`config.mk`:
```
export PLATFORM = sky130hd
export DESIGN_NAME = three_level_feedback_queue_scheduler_unit_flat
export DESIGN_NICKNAME = d
export VERILOG_FILES = /design/src/rtl/tlfq_pkg.sv /design/src/rtl/tlfq_in_if.sv /design/src/rtl/tlfq_out_if.sv /design/src/rtl/three_level_feedback_queue_scheduler_unit.sv /design/src/rtl/tlfq_ram.sv /design/src/flat_wrapper.sv
export SDC_FILE = /design/constraint.sdc
export NUM_CORES = 2
export LEC_CHECK = 0
export BUFFER_PORTS_ARGS = -buffer_cell sky130_fd_sc_hd__clkbuf_2
export CAP_MARGIN = 20
export CORE_ASPECT_RATIO = 1.5
export CORE_UTILIZATION = 30
export CTS_BUF_LIST = sky130_fd_sc_hd__clkbuf_4 sky130_fd_sc_hd__clkbuf_8
export CTS_CLUSTER_DIAMETER = 50
export CTS_CLUSTER_SIZE = 24
export DETAILED_ROUTE_END_ITERATION = 12
export PLACE_DENSITY = 0.45
export SYNTH_ARGS = -nofsm -noshare
export SYNTH_HDL_FRONTEND = slang
export SYNTH_SLANG_ARGS = --single-unit
export TNS_END_PERCENT = 1
```
`constraint.sdc`:
```
create_clock -name i_clk -period 19 [get_ports i_clk]
set_clock_uncertainty 0.05 [all_clocks]
set_input_delay 0 -clock i_clk [delete_from_list [all_inputs] [get_ports i_clk]]
set_output_delay 0 -clock i_clk [all_outputs]
set_load 0.05 [all_outputs]
```
`src/rtl/tlfq_pkg.sv`:
```
// shared types, constants and helpers for the three-level feedback queue scheduler
package tlfq_pkg;

    localparam int LEVEL_DEPTH = 16;
    localparam int LEVELS      = 3;
    localparam int PTR_W       = (LEVEL_DEPTH > 1) ? $clog2(LEVEL_DEPTH) : 1;
    localparam int LEN_W       = $clog2(LEVEL_DEPTH + 1);
    localparam int ADDR_W      = $clog2(LEVELS * LEVEL_DEPTH);
    localparam int RAM_DEPTH   = LEVELS * LEVEL_DEPTH;
    localparam int SUM_NEED    = $clog2(LEVELS * LEVEL_DEPTH * 65535 + 1);
    localparam int SUM_W       = (SUM_NEED > 22) ? SUM_NEED : 22;
    localparam logic [SUM_W-1:0] SUM_MAX = SUM_W'(4194303);

    localparam logic [0:0] OP_INSERT = 1'b0;
    localparam logic [0:0] OP_TICK   = 1'b1;

    localparam logic [2:0] ST_INSERTED = 3'd0;
    localparam logic [2:0] ST_BAD_PRIO = 3'd1;
    localparam logic [2:0] ST_FULL     = 3'd2;
    localparam logic [2:0] ST_SERVED   = 3'd3;
    localparam logic [2:0] ST_EMPTY    = 3'd4;

    localparam logic [7:0] DEMOTE_RESET = 8'd2;
    localparam logic [7:0] USES_MAX     = 8'd255;

    typedef struct packed {
        logic [15:0] id;
        logic [15:0] left;
        logic [1:0]  prio;
        logic [7:0]  uses;
    } t_entry;

    localparam int ENTRY_W = $bits(t_entry);

    typedef struct packed {
        logic [2:0]  status;
        logic [15:0] served_id;
        logic [15:0] served_left;
        logic [1:0]  served_priority;
        logic [7:0]  served_count;
        logic [1:0]  served_level;
        logic [1:0]  moved_to;
    } t_result;

    function automatic logic [PTR_W-1:0] ptr_adv(input logic [PTR_W-1:0] p);
        logic [PTR_W:0] nxt;
        nxt = {1'b0, p} + (PTR_W+1)'(1);
        return (nxt >= (PTR_W+1)'(LEVEL_DEPTH)) ? '0 : nxt[PTR_W-1:0];
    endfunction

    function automatic logic [ADDR_W-1:0] slot_addr(input logic [1:0] lv,
                                                    input logic [PTR_W-1:0] p);
        return ADDR_W'(32'(lv) * LEVEL_DEPTH) + ADDR_W'(p);
    endfunction

endpackage

```
`src/rtl/tlfq_in_if.sv`:
```
// input channel: insert or tick request beats
interface tlfq_in_if;
    logic        valid;
    logic        ready;
    logic [0:0]  opcode;
    logic [15:0] new_id;
    logic [15:0] new_time;
    logic [1:0]  new_priority;

    modport source (output valid, opcode, new_id, new_time, new_priority, input ready);
    modport sink   (input valid, opcode, new_id, new_time, new_priority, output ready);
endinterface

```
`src/rtl/tlfq_out_if.sv`:
```
// output channel: one result beat per request
interface tlfq_out_if;
    logic        valid;
    logic        ready;
    logic [2:0]  status;
    logic [15:0] served_id;
    logic [15:0] served_left;
    logic [1:0]  served_priority;
    logic [7:0]  served_count;
    logic [1:0]  served_level;
    logic [1:0]  moved_to;
    logic [4:0]  level1_length;
    logic [4:0]  level2_length;
    logic [4:0]  level3_length;
    logic [21:0] total_left;

    modport source (output valid, status, served_id, served_left, served_priority,
                    served_count, served_level, moved_to, level1_length,
                    level2_length, level3_length, total_left, input ready);
    modport sink   (input valid, status, served_id, served_left, served_priority,
                    served_count, served_level, moved_to, level1_length,
                    level2_length, level3_length, total_left, output ready);
endinterface

```
`src/rtl/three_level_feedback_queue_scheduler_unit.sv`:
```
// top level of the three-level feedback queue scheduler
// usage:
//   i_in carries requests: opcode insert (id, time, priority) or tick.
//   o_out carries exactly one result beat per request, in request order:
//   status, the served entry after a tick, the three level lengths and the
//   total remaining time after the step.
//   i_cfg_we / i_cfg_data write the demotion limit; write only while idle.
// sequence:
//   a request is accepted in the idle state, where the entry ram reads the
//   head entry of the highest non-empty level; in the exec state, a tick
//   writes the updated entry back at a tail unless its time is used up, an
//   insert with a legal priority and room writes its entry at a tail, and
//   the result register is loaded; only then is a new request taken.
// reset:
//   synchronous active-low i_rst_n empties all levels, clears the sum and
//   sets the demotion limit to 2; the entry ram itself is not cleared.
// stall:
//   a held result stays in the output register; the next request is still
//   accepted, but its completion waits until the pending beat is taken.
module three_level_feedback_queue_scheduler_unit (
    input  logic              i_clk,
    input  logic              i_rst_n,
    tlfq_in_if.sink           i_in,
    tlfq_out_if.source        o_out,
    input  logic              i_cfg_we,
    input  logic [7:0]        i_cfg_data
);
    typedef enum logic [1:0] {
        S_IDLE = 2'b01,
        S_EXEC = 2'b10
    } t_state;

    t_state r_state, n_state;

    logic [tlfq_pkg::PTR_W-1:0] r_head [tlfq_pkg::LEVELS];
    logic [tlfq_pkg::PTR_W-1:0] n_head [tlfq_pkg::LEVELS];
    logic [tlfq_pkg::PTR_W-1:0] r_tail [tlfq_pkg::LEVELS];
    logic [tlfq_pkg::PTR_W-1:0] n_tail [tlfq_pkg::LEVELS];
    logic [tlfq_pkg::LEN_W-1:0] r_len  [tlfq_pkg::LEVELS];
    logic [tlfq_pkg::LEN_W-1:0] n_len  [tlfq_pkg::LEVELS];
    logic [tlfq_pkg::SUM_W-1:0] r_sum, n_sum;
    logic [7:0]                 r_demote;

    logic [0:0]  r_op;
    logic [15:0] r_id;
    logic [15:0] r_time;
    logic [1:0]  r_prio;
    logic [1:0]  r_lv;
    logic        r_none;

    tlfq_pkg::t_result r_res, n_res;
    logic              r_ovalid;

    logic                        in_acc;
    logic                        out_free;
    logic                        exec_go;
    logic [1:0]                  sel_lv;
    logic                        sel_none;
    logic                        wr_en;
    logic [tlfq_pkg::ADDR_W-1:0] wr_addr;
    tlfq_pkg::t_entry            wr_entry;
    logic [tlfq_pkg::ENTRY_W-1:0] rd_data;
    tlfq_pkg::t_entry            e_rd;
    tlfq_pkg::t_entry            e_new;
    logic [1:0]                  tl;

    assign in_acc   = i_in.valid && i_in.ready;
    assign out_free = !r_ovalid || o_out.ready;
    assign exec_go  = (r_state == S_EXEC) && out_free;
    assign i_in.ready = (r_state == S_IDLE);

    always_comb begin
        sel_none = 1'b0;
        if (r_len[0] != '0) begin
            sel_lv = 2'd0;
        end else if (r_len[1] != '0) begin
            sel_lv = 2'd1;
        end else begin
            sel_lv = 2'd2;
            sel_none = (r_len[2] == '0);
        end
    end

    tlfq_ram #(
        .WIDTH (tlfq_pkg::ENTRY_W),
        .DEPTH (tlfq_pkg::RAM_DEPTH)
    ) u_store (
        .i_clk   (i_clk),
        .i_we    (wr_en),
        .i_waddr (wr_addr),
        .i_wdata (wr_entry),
        .i_re    (in_acc),
        .i_raddr (tlfq_pkg::slot_addr(sel_lv, r_head[sel_lv])),
        .o_rdata (rd_data)
    );

    assign e_rd = tlfq_pkg::t_entry'(rd_data);

    always_comb begin
        n_head   = r_head;
        n_tail   = r_tail;
        n_len    = r_len;
        n_sum    = r_sum;
        n_res    = '0;
        wr_en    = 1'b0;
        wr_addr  = '0;
        wr_entry = '0;
        e_new    = e_rd;
        tl       = 2'd0;
        if (r_op == tlfq_pkg::OP_INSERT) begin
            if (r_prio == 2'd0) begin
                n_res.status = tlfq_pkg::ST_BAD_PRIO;
            end else begin
                tl = r_prio - 2'd1;
                if (r_len[tl] >= tlfq_pkg::LEN_W'(tlfq_pkg::LEVEL_DEPTH)) begin
                    n_res.status = tlfq_pkg::ST_FULL;
                end else begin
                    wr_en        = 1'b1;
                    wr_addr      = tlfq_pkg::slot_addr(tl, r_tail[tl]);
                    wr_entry     = '{id: r_id, left: r_time, prio: r_prio, uses: 8'd0};
                    n_tail[tl]   = tlfq_pkg::ptr_adv(r_tail[tl]);
                    n_len[tl]    = r_len[tl] + tlfq_pkg::LEN_W'(1);
                    n_sum        = r_sum + tlfq_pkg::SUM_W'(r_time);
                    n_res.status = tlfq_pkg::ST_INSERTED;
                end
            end
        end else if (r_none) begin
            n_res.status = tlfq_pkg::ST_EMPTY;
        end else begin
            n_head[r_lv] = tlfq_pkg::ptr_adv(r_head[r_lv]);
            n_len[r_lv]  = r_len[r_lv] - tlfq_pkg::LEN_W'(1);
            if (e_rd.uses != tlfq_pkg::USES_MAX) begin
                e_new.uses = e_rd.uses + 8'd1;
            end
            if (e_rd.left != 16'd0) begin
                e_new.left = e_rd.left - 16'd1;
                n_sum      = r_sum - tlfq_pkg::SUM_W'(1);
            end
            tl = r_lv;
            if (e_new.left == 16'd0) begin
                n_res.moved_to = 2'd0;
            end else begin
                if (r_lv != 2'd2 && e_new.uses >= r_demote) begin
                    if (r_len[r_lv + 2'd1] < tlfq_pkg::LEN_W'(tlfq_pkg::LEVEL_DEPTH)) begin
                        tl         = r_lv + 2'd1;
                        e_new.uses = 8'd0;
                    end
                end
                wr_en          = 1'b1;
                wr_addr        = tlfq_pkg::slot_addr(tl, r_tail[tl]);
                wr_entry       = e_new;
                n_tail[tl]     = tlfq_pkg::ptr_adv(r_tail[tl]);
                n_len[tl]      = n_len[tl] + tlfq_pkg::LEN_W'(1);
                n_res.moved_to = tl + 2'd1;
            end
            n_res.status          = tlfq_pkg::ST_SERVED;
            n_res.served_id       = e_new.id;
            n_res.served_left     = e_new.left;
            n_res.served_priority = e_new.prio;
            n_res.served_count    = e_new.uses;
            n_res.served_level    = r_lv + 2'd1;
        end
        if (!exec_go) begin
            wr_en = 1'b0;
        end
    end

    always_comb begin
        n_state = r_state;
        case (r_state)
            S_IDLE: begin
                if (in_acc) begin
                    n_state = S_EXEC;
                end
            end
            S_EXEC: begin
                if (out_free) begin
                    n_state = S_IDLE;
                end
            end
            default: begin
                n_state = S_IDLE;
            end
        endcase
    end

    always_ff @(posedge i_clk) begin
        if (!i_rst_n) begin
            r_state  <= S_IDLE;
            r_ovalid <= 1'b0;
            r_sum    <= '0;
            r_demote <= tlfq_pkg::DEMOTE_RESET;
            for (int l = 0; l < tlfq_pkg::LEVELS; l++) begin
                r_head[l] <= '0;
                r_tail[l] <= '0;
                r_len[l]  <= '0;
            end
        end else begin
            r_state <= n_state;
            if (i_cfg_we) begin
                r_demote <= i_cfg_data;
            end
            if (exec_go) begin
                r_ovalid <= 1'b1;
                r_head   <= n_head;
                r_tail   <= n_tail;
                r_len    <= n_len;
                r_sum    <= n_sum;
            end else if (o_out.ready) begin
                r_ovalid <= 1'b0;
            end
        end
    end

    always_ff @(posedge i_clk) begin
        if (in_acc) begin
            r_op   <= i_in.opcode;
            r_id   <= i_in.new_id;
            r_time <= i_in.new_time;
            r_prio <= i_in.new_priority;
            r_lv   <= sel_lv;
            r_none <= sel_none;
        end
        if (exec_go) begin
            r_res <= n_res;
        end
    end

    assign o_out.valid           = r_ovalid;
    assign o_out.status          = r_res.status;
    assign o_out.served_id       = r_res.served_id;
    assign o_out.served_left     = r_res.served_left;
    assign o_out.served_priority = r_res.served_priority;
    assign o_out.served_count    = r_res.served_count;
    assign o_out.served_level    = r_res.served_level;
    assign o_out.moved_to        = r_res.moved_to;
    assign o_out.level1_length   = 5'(r_len[0]);
    assign o_out.level2_length   = 5'(r_len[1]);
    assign o_out.level3_length   = 5'(r_len[2]);
    assign o_out.total_left      = (r_sum > tlfq_pkg::SUM_MAX) ? 22'(tlfq_pkg::SUM_MAX)
                                                               : 22'(r_sum);

`ifndef NO_ASSERTIONS
    a_len_bound: assert property (@(posedge i_clk) disable iff (!i_rst_n)
        r_len[0] <= tlfq_pkg::LEN_W'(tlfq_pkg::LEVEL_DEPTH) &&
        r_len[1] <= tlfq_pkg::LEN_W'(tlfq_pkg::LEVEL_DEPTH) &&
        r_len[2] <= tlfq_pkg::LEN_W'(tlfq_pkg::LEVEL_DEPTH))
        else $error("level length above depth");

    a_empty_ptrs: assert property (@(posedge i_clk) disable iff (!i_rst_n)
        (r_len[0] != '0 || r_head[0] == r_tail[0]) &&
        (r_len[1] != '0 || r_head[1] == r_tail[1]) &&
        (r_len[2] != '0 || r_head[2] == r_tail[2]))
        else $error("empty level with head and tail apart");

    a_result_from_exec: assert property (@(posedge i_clk) disable iff (!i_rst_n)
        exec_go |=> r_ovalid && r_state == S_IDLE)
        else $error("completed request without a result beat");

    a_served_level: assert property (@(posedge i_clk) disable iff (!i_rst_n)
        r_ovalid && r_res.status == tlfq_pkg::ST_SERVED |-> r_res.served_level != 2'd0)
        else $error("served result without a level");
`endif

endmodule

```
`src/rtl/tlfq_ram.sv`:
```
// generic single-write, single-read ram with registered read data
module tlfq_ram #(
    parameter int WIDTH = 8,
    parameter int DEPTH = 16
) (
    input  logic                     i_clk,
    input  logic                     i_we,
    input  logic [$clog2(DEPTH)-1:0] i_waddr,
    input  logic [WIDTH-1:0]         i_wdata,
    input  logic                     i_re,
    input  logic [$clog2(DEPTH)-1:0] i_raddr,
    output logic [WIDTH-1:0]         o_rdata
);
    logic [WIDTH-1:0] r_mem [DEPTH];
    logic [WIDTH-1:0] r_rdata;

    always_ff @(posedge i_clk) begin
        if (i_we) begin
            r_mem[i_waddr] <= i_wdata;
        end
        if (i_re) begin
            r_rdata <= r_mem[i_raddr];
        end
    end

    assign o_rdata = r_rdata;
endmodule
```
`src/flat_wrapper.sv`:
```
// flat-port wrapper written by rule: the top's interface ports become plain ports
module three_level_feedback_queue_scheduler_unit_flat 
  (i_clk, i_rst_n, i_cfg_we, i_cfg_data, i_in_valid, i_in_opcode, i_in_new_id, i_in_new_time, i_in_new_priority, i_in_ready, o_out_valid, o_out_status, o_out_served_id, o_out_served_left, o_out_served_priority, o_out_served_count, o_out_served_level, o_out_moved_to, o_out_level1_length, o_out_level2_length, o_out_level3_length, o_out_total_left, o_out_ready);
  tlfq_in_if i_in_i ();
  tlfq_out_if o_out_i ();
  input  logic i_clk;
  input  logic i_rst_n;
  input  logic i_cfg_we;
  input  logic [7:0] i_cfg_data;
  input wire logic [$bits(i_in_i.valid)-1:0] i_in_valid;
  input wire logic [$bits(i_in_i.opcode)-1:0] i_in_opcode;
  input wire logic [$bits(i_in_i.new_id)-1:0] i_in_new_id;
  input wire logic [$bits(i_in_i.new_time)-1:0] i_in_new_time;
  input wire logic [$bits(i_in_i.new_priority)-1:0] i_in_new_priority;
  output wire logic [$bits(i_in_i.ready)-1:0] i_in_ready;
  output wire logic [$bits(o_out_i.valid)-1:0] o_out_valid;
  output wire logic [$bits(o_out_i.status)-1:0] o_out_status;
  output wire logic [$bits(o_out_i.served_id)-1:0] o_out_served_id;
  output wire logic [$bits(o_out_i.served_left)-1:0] o_out_served_left;
  output wire logic [$bits(o_out_i.served_priority)-1:0] o_out_served_priority;
  output wire logic [$bits(o_out_i.served_count)-1:0] o_out_served_count;
  output wire logic [$bits(o_out_i.served_level)-1:0] o_out_served_level;
  output wire logic [$bits(o_out_i.moved_to)-1:0] o_out_moved_to;
  output wire logic [$bits(o_out_i.level1_length)-1:0] o_out_level1_length;
  output wire logic [$bits(o_out_i.level2_length)-1:0] o_out_level2_length;
  output wire logic [$bits(o_out_i.level3_length)-1:0] o_out_level3_length;
  output wire logic [$bits(o_out_i.total_left)-1:0] o_out_total_left;
  input wire logic [$bits(o_out_i.ready)-1:0] o_out_ready;
  assign i_in_i.valid = i_in_valid;
  assign i_in_i.opcode = i_in_opcode;
  assign i_in_i.new_id = i_in_new_id;
  assign i_in_i.new_time = i_in_new_time;
  assign i_in_i.new_priority = i_in_new_priority;
  assign i_in_ready = i_in_i.ready;
  assign o_out_valid = o_out_i.valid;
  assign o_out_status = o_out_i.status;
  assign o_out_served_id = o_out_i.served_id;
  assign o_out_served_left = o_out_i.served_left;
  assign o_out_served_priority = o_out_i.served_priority;
  assign o_out_served_count = o_out_i.served_count;
  assign o_out_served_level = o_out_i.served_level;
  assign o_out_moved_to = o_out_i.moved_to;
  assign o_out_level1_length = o_out_i.level1_length;
  assign o_out_level2_length = o_out_i.level2_length;
  assign o_out_level3_length = o_out_i.level3_length;
  assign o_out_total_left = o_out_i.total_left;
  assign o_out_i.ready = o_out_ready;
  three_level_feedback_queue_scheduler_unit u_core (.i_clk(i_clk), .i_rst_n(i_rst_n), .i_in(i_in_i), .o_out(o_out_i), .i_cfg_we(i_cfg_we), .i_cfg_data(i_cfg_data));
endmodule
```
======== After elaboration in Yosys (flattened, before gate mapping) ========
Memory sizes are Yosys's and may differ from the RTL's. A register that Yosys moved wholly into a read port is not among the register bits.
Cells that the tools add are included.
word-level totals
  bits in registers ....................... 159
  bits in latches ......................... 0
  bits in writable memories ............... 2016
  bits in read-only memories .............. 0
  input port bits ......................... 48
  output and inout port bits .............. 88
  word-level logic and storage cells ...... 203
  memories ................................ 1
operators by class
  $add $sub $neg .......................... 16
  multiply operators ...................... 0
  divide/modulo/power cells ............... 0
  order comparisons ....................... 15
  eq/ne operators ......................... 11
  shift-type cells ........................ 0
  multiplexer cells ....................... 104
  bitwise gates (word level) .............. 7
  reductions and logical operators ........ 23
memories
  name                  depth  bits a word  read ports  clocked after memory_dff  write ports  RTL line        RTL
  u_core.u_store.r_mem  48     42           1           1                         1            tlfq_ram.sv:14  logic [WIDTH-1:0] r_mem [DEPTH];
operators with widths
  kind                   number
  $mux 42                5
  $mux 22                6
  $mux 15                5
  $mux 12                5
  $mux 4                 14
  $mux 5                 11
  $mux 16                3
  $mux 8                 6
  $bwmux 15              3
  $bmux 5 s2             4
  $bwmux 12              3
  $bmux 4 s2             4
  $demux 5 s2            3
  $mux 6                 5
  $demux 4 s2            3
  $add 22x16->22         1
  $gt 22x22->1 const B   1
  $sub 22x1->22 const B  1
  $ge 5x5->1 const B     4
  $mux 2                 10
  $add 6x4->6            3
  $logic_not 16->1       1
  $reduce_bool 16->1     1
  $sub 16x1->16 const B  1
  33 further kinds       73

======== Logic depth before layout (Yosys ltp) ========
  depth in word-level cells ............... 22
  depth in mapped cells ................... 23
  depth with buffers taken out ............ 23

======== Cells and area by module ========
From an unflattened synthesis, not the netlist that was laid out.
unflattened totals
  cells, all modules ...................... 4529
  area, all modules ....................... 88167.1 um2
by module, submodules not included
  module                                     times used  cells an instance  area each (um2)  sequential area each (um2)
  tlfq_ram                                   1           3383               77867.2          61799.3
  three_level_feedback_queue_scheduler_unit  1           1146               10299.9          4053.9

======== Worst setup path before layout ========
OpenSTA, ideal clock, no wires.
  kind .................................... register to register
  from .................................... register u_core.r_ovalid (netlist: u_core.o_out.valid)
  to ...................................... memory u_core.u_store.r_mem[3][0] (netlist bit) (enable)
  setup time .............................. 0.442 ns
  arrival time ............................ 6.609 ns
  data required time ...................... 18.508 ns
  path slack .............................. 11.899 ns
  cell stages (with the launch flop) ...... 10
  path buffers ............................ 1
  clock period less this slack ............ 7.101 ns
  path through ............................ dfxtp_1 > nand2b_1 > nor2b_1 > nand2_1 > or2_2 > clkbuf_1 > o21bai_4 > a21oi_1 > or3b_2 > nor2_1
on the way
  longest elaborated chain between the ends .. 6
RTL lines
  element                       RTL line                                          RTL
  start: declaration            three_level_feedback_queue_scheduler_unit.sv:52   logic r_ovalid;
  start signal: assignment      three_level_feedback_queue_scheduler_unit.sv:190  r_ovalid <= 1'b0;
  start signal: assignment      three_level_feedback_queue_scheduler_unit.sv:204  r_ovalid <= 1'b1;
  start signal: assignment      three_level_feedback_queue_scheduler_unit.sv:210  r_ovalid <= 1'b0;
  $logic_not 1->1               three_level_feedback_queue_scheduler_unit.sv:68   assign out_free = !r_ovalid || o_out.ready;
  $logic_or 1x1->1              three_level_feedback_queue_scheduler_unit.sv:68
  $logic_and 1x1->1             three_level_feedback_queue_scheduler_unit.sv:69   assign exec_go = (r_state == S_EXEC) && out_free;
  named net u_core.exec_go      three_level_feedback_queue_scheduler_unit.sv:56   logic exec_go;
  $mux 1                        three_level_feedback_queue_scheduler_unit.sv:163  if (!exec_go) begin
  $mux 1                        tlfq_ram.sv:18                                    if (i_we) begin
  $mux 1 (implied by the code)  tlfq_ram.sv:19                                    r_mem[i_waddr] <= i_wdata;
  end: declaration              tlfq_ram.sv:14
The timed path passes the listed nets, and every way through them passes these cells.

======== Worst setup path after layout ========
  from .................................... register u_core.r_len (netlist bit u_core.o_out.level1_length[0])
  to ...................................... register u_core.u_store.r_rdata[24] (netlist: u_core.u_store.o_rdata[24]) (read register of u_core.u_store.r_mem), data pin
on the way
  longest elaborated chain between the ends .. 7
RTL lines
  element                                     RTL line                                          RTL
  start: declaration                          three_level_feedback_queue_scheduler_unit.sv:39   logic [tlfq_pkg::LEN_W-1:0] r_len [tlfq_pkg::LEVELS];
  start signal: assignment                    three_level_feedback_queue_scheduler_unit.sv:207  r_len <= n_len;
  $reduce_bool 5->1 (*)                       three_level_feedback_queue_scheduler_unit.sv:74   if (r_len[0] != '0) begin
  $mux 2 (*)                                  three_level_feedback_queue_scheduler_unit.sv:74
  $not 2->3 (implied by the code)             three_level_feedback_queue_scheduler_unit.sv:93   .i_raddr (tlfq_pkg::slot_addr(sel_lv, r_head[sel_lv])),
  $bmux 4 s2                                  three_level_feedback_queue_scheduler_unit.sv:93
  $mux 4 (implied by the code) (2 in series)  three_level_feedback_queue_scheduler_unit.sv:93
  $add 6x4->6 (*)                             tlfq_pkg.sv:53                                    return ADDR_W'(32'(lv) * LEVEL_DEPTH) + ADDR_W'(p);
  end: declaration                            tlfq_ram.sv:15                                    logic [WIDTH-1:0] r_rdata;
Every way passes the cells marked *; elsewhere a longest branch is shown, timed or not. The select of a mux whose other input is x is not followed.
A chain may end at the register's enable or synchronous reset.

==> results.py <==
metrics = {
    "outcome": {
        "status": "finished clean",
    },
    "timing": {
        "timing.final.crit_share_pct": 40.7,
        "slew_headroom_pct": 15.7,
        "fin_crit_ps": 7740,
        "slew_viol_final": 0,
        "tightest_slew_ps": 1260,
        "setup_viol": 0,
        "fin_tns_setup_ps": 0,
        "fmax_mhz": 129,
        "rsz0062_at_grt": "false",
        "hold_viol": 0,
    },
    "global_routing": {
        "grt_pass1_vias": 46738,
        "grt_pass1_wl_um": 375000,
        "antenna_found_initial": 12,
        "grtUsageMet2_pct": 31.2,
        "top_usage_layer": "met2",
        "grt.overflow.total": 0,
        "grt_max_degree": 117,
        "use_met3_pct": 1.84,
        "grt_usage_pct": 17.7,
        "grtUsageMet1_pct": 22.4,
    },
    "synthesis": {
        "synth_cells": 4574,
        "syn-cell-area_um2": 89100,
        "synthTopCellsByCount": "edfxtp_1, mux4_2, a21oi_1",
        "synth-seq-area-share_pct": 73.9,
        "synth_top_cell_by_area": "edfxtp_1",
        "synth_top_area_share_pct": 72.3,
        "synthTopCellsByArea": "edfxtp_1, mux4_2, mux2i_1",
        "ys_ff_latch": 2217,
        "syn_nets": 4670,
        "async_flop_share_pct": 0,
        "synth-edff-count": 2145,
        "synth_ff_type": "edfxtp_1",
        "ys_types": 86,
        "syn_avg_cell_area_um2": 19.5,
        "yosysMostFrequentCell": "edfxtp_1",
        "ys.warnings.count": 0,
    },
    "worst_setup_path": {
        "arrival_ps": 8350,
        "crit_path_max_fanout": 106,
        "critPathKind": "reg -> reg",
        "rrSetupSlack_ps": 11260,
        "cp_data_required_time_ps": 19610,
        "cp-start-kind": "register",
        "cp-end-kind": "register",
    },
    "placement": {
        "post-dp-hpwl_um": 159000,
        "globalplace.congestion": 0.869,
        "port-buffer-count": 135,
        "placed_area_um2": 94900,
    },
    "cells_and_area": {
        "nets": 4953,
        "multi_input_area_um2": 22200,
        "regArea_um2": 65900,
        "stdcell_area_um2": 99700,
        "fillCellCount": 28034,
        "drive_above_1_share_pct": 24.5,
        "synthToLayoutAreaGrowth_pct": 11.9,
    },
    "detailed_routing": {
        "dr_total_vias": 45399,
        "postRouteAntennaNets": 0,
        "drt-total-wl_um": 269000,
        "viasPerCell": 5.09,
        "dr.first_iter.drc_count": 3870,
        "drc": 0,
        "wl_per_cell_um": 30.1,
        "firstDrtPassIters": 6,
    },
    "die": {
        "dieArea_um2": 299000,
        "die_width_um": 447,
        "core_area_um2": 295000,
        "boundaryPins": 136,
        "row_count": 244,
        "die_h_um": 670,
        "start_util_pct": 30.2,
    },
    "power": {
        "max-vdd-ir-drop_mv": 0.0467,
        "p_leak_nw": 30.0,
        "cellPowerDensity_nw_per_um2": 88.3,
    },
    "clocking": {
        "cts.sinks": 2217,
        "worstSkewPairLatency_ps": 1020,
        "cts_tree": "built",
        "root_buffer": "clkbuf_8",
        "clockBufferDepth": 4,
        "ctsHtreeMaxLevel": 4,
        "clkTransAtPathRegs_ps": 120,
        "cts_buffers": 162,
    },
    "hold_path": {
        "hp-class": "in -> reg",
    },
    "job": {
        "cap_violations": 0,
    },
}
## cells in the final DEF (no fill, tap or decap), types with 10 or more instances in the layout
| cell type | Yosys | routed |
|---|---|---|
| edfxtp_1 | 2145 | 2145 |
| mux4_2 | 504 | 504 |
| a21oi_1 | 214 | 210 |
| a211oi_1 | 177 | 177 |
| mux2i_1 | 173 | 173 |
| clkbuf_8 | 0 | 165 |
| nor2_1 | 208 | 151 |
| clkbuf_2 | 0 | 135 |
| buf_4 | 33 | 134 |
| nand2_1 | 119 | 119 |
| dlygate4sd3_1 | 0 | 108 |
| nor2b_1 | 99 | 98 |
| dfxtp_1 | 72 | 72 |
| o21ai_0 | 64 | 62 |
| mux2_2 | 58 | 58 |
| nor2_4 | 0 | 53 |
| ha_1 | 47 | 47 |
| nand3_1 | 42 | 42 |
| inv_1 | 41 | 41 |
| and2_1 | 27 | 25 |
| xnor2_1 | 24 | 24 |
| a21o_1 | 27 | 22 |
| nor3_1 | 21 | 21 |
| inv_6 | 0 | 20 |
| or3_1 | 18 | 18 |
| nand2b_1 | 17 | 17 |
| a22o_1 | 18 | 17 |
| inv_8 | 0 | 16 |
| xor2_1 | 15 | 15 |
| a22oi_1 | 14 | 14 |
| clkinvlp_4 | 0 | 14 |
| nand4_1 | 13 | 13 |
| and3_1 | 12 | 12 |
| clkinv_1 | 1 | 12 |
| clkbuf_4 | 1 | 12 |
| buf_12 | 0 | 11 |
| clkinv_8 | 0 | 10 |
| clkinv_2 | 0 | 10 |
## metrics by stage
| stage | hold WS, ps | worst slack [ps] | std cells | util (%) | power (mW) |
|---|---|---|---|---|---|
| finish | 221 | 11260 | 8917 | 33.8 | 8.80 |
| global route | 160 | 11020 | 8916 | 33.8 | 9.08 |
| CTS | 111 | 11120 | 8909 | 33.8 | 8.91 |
| detailed placement | 129 | 11160 | 8516 | 32.2 | 6.07 |
| global placement | 129 | 11130 | 8516 | 32.2 | 6.07 |
| floorplan | 48.9 | 11900 | 4574 | - | 5.85 |
## final cells by class
type	count	share of cell area [%]
inverter	44	0.166
clock inverter	108	1.24
tap	3936	4.94
sequential	2217	66.0
multi-input combinational	2044	22.3
clock buffer	177	2.37
antenna	3	0.00753
timing repair buffer	388	2.99
## final timing paths
check | start | end | depth (start not counted)
setup / recovery | u_core.o_out.level1_length[0] | u_core.u_store.o_rdata[24] | 15
hold / removal | i_in_new_id[13] | u_core.r_id[13] | 3
setup reg to reg | u_core.o_out.level1_length[0] | u_core.u_store.o_rdata[24] | 15
hold reg to reg | u_core.r_sum[21] | u_core.r_sum[21] | 2
## metal layers
metal | routed length [um] | up-vias
li1 | - | 19249
met1 | 109000 | 24656
met2 | 140000 | 1169
met3 | 10700 | 325
met4 | 9140 | 0
met5 | 0 | -
## logic make-up after synthesis
family | Yosys count | share of synthesized area (%)
compound gates | 603 | 4.39
fa+ha+maj | 48 | 0.682
simple gates | 618 | 3.44
buf+inv | 313 | 1.81
xor+xnor | 39 | 0.383
mux | 736 | 15.4
flops | 2217 | 73.9
## worst max-delay path, stage by stage, from the launching register on
cell and delay, ps:
dfxtp_1 380, or4_4 610, nor2_4 100, buf_4 570, buf_4 900, nor2_1 160, a21oi_4 150, buf_4 540
buf_12 610, buf_12 430, buf_4 680, mux4_2 430, mux2i_1 380, a21oi_1 270, a21oi_1 570, a21oi_1 140
## power breakdown
group | total (mW) | switching [mW] | internal, mW
clock | 2.83 | 1.78 | 1.05
sequential | 5.43 | 0.0250 | 5.40
combinational | 0.546 | 0.370 | 0.177
total | 8.80 | 2.17 | 6.63
## flip-flops by register name, summed over array words and instances, names as in the netlist, 8 cells and up
register	count
u_core.u_store.r_mem	2016
u_core.u_store.o_rdata	42
u_core.r_sum	22
u_core.o_out.served_id	16
u_core.o_out.served_left	16
u_core.r_id	16
u_core.r_time	16
u_core.r_head	12
u_core.r_tail	12
u_core.o_out.served_count	8
u_core.r_demote	8
## repair_timing
item,4_1_cts,5_1_grt
endpoints found under the hold margin,169,0
setup buffers,0,0
gates resized for setup,0,0
hold buffers,108,0
No activity file was read; power rests on OpenSTA's default activity.
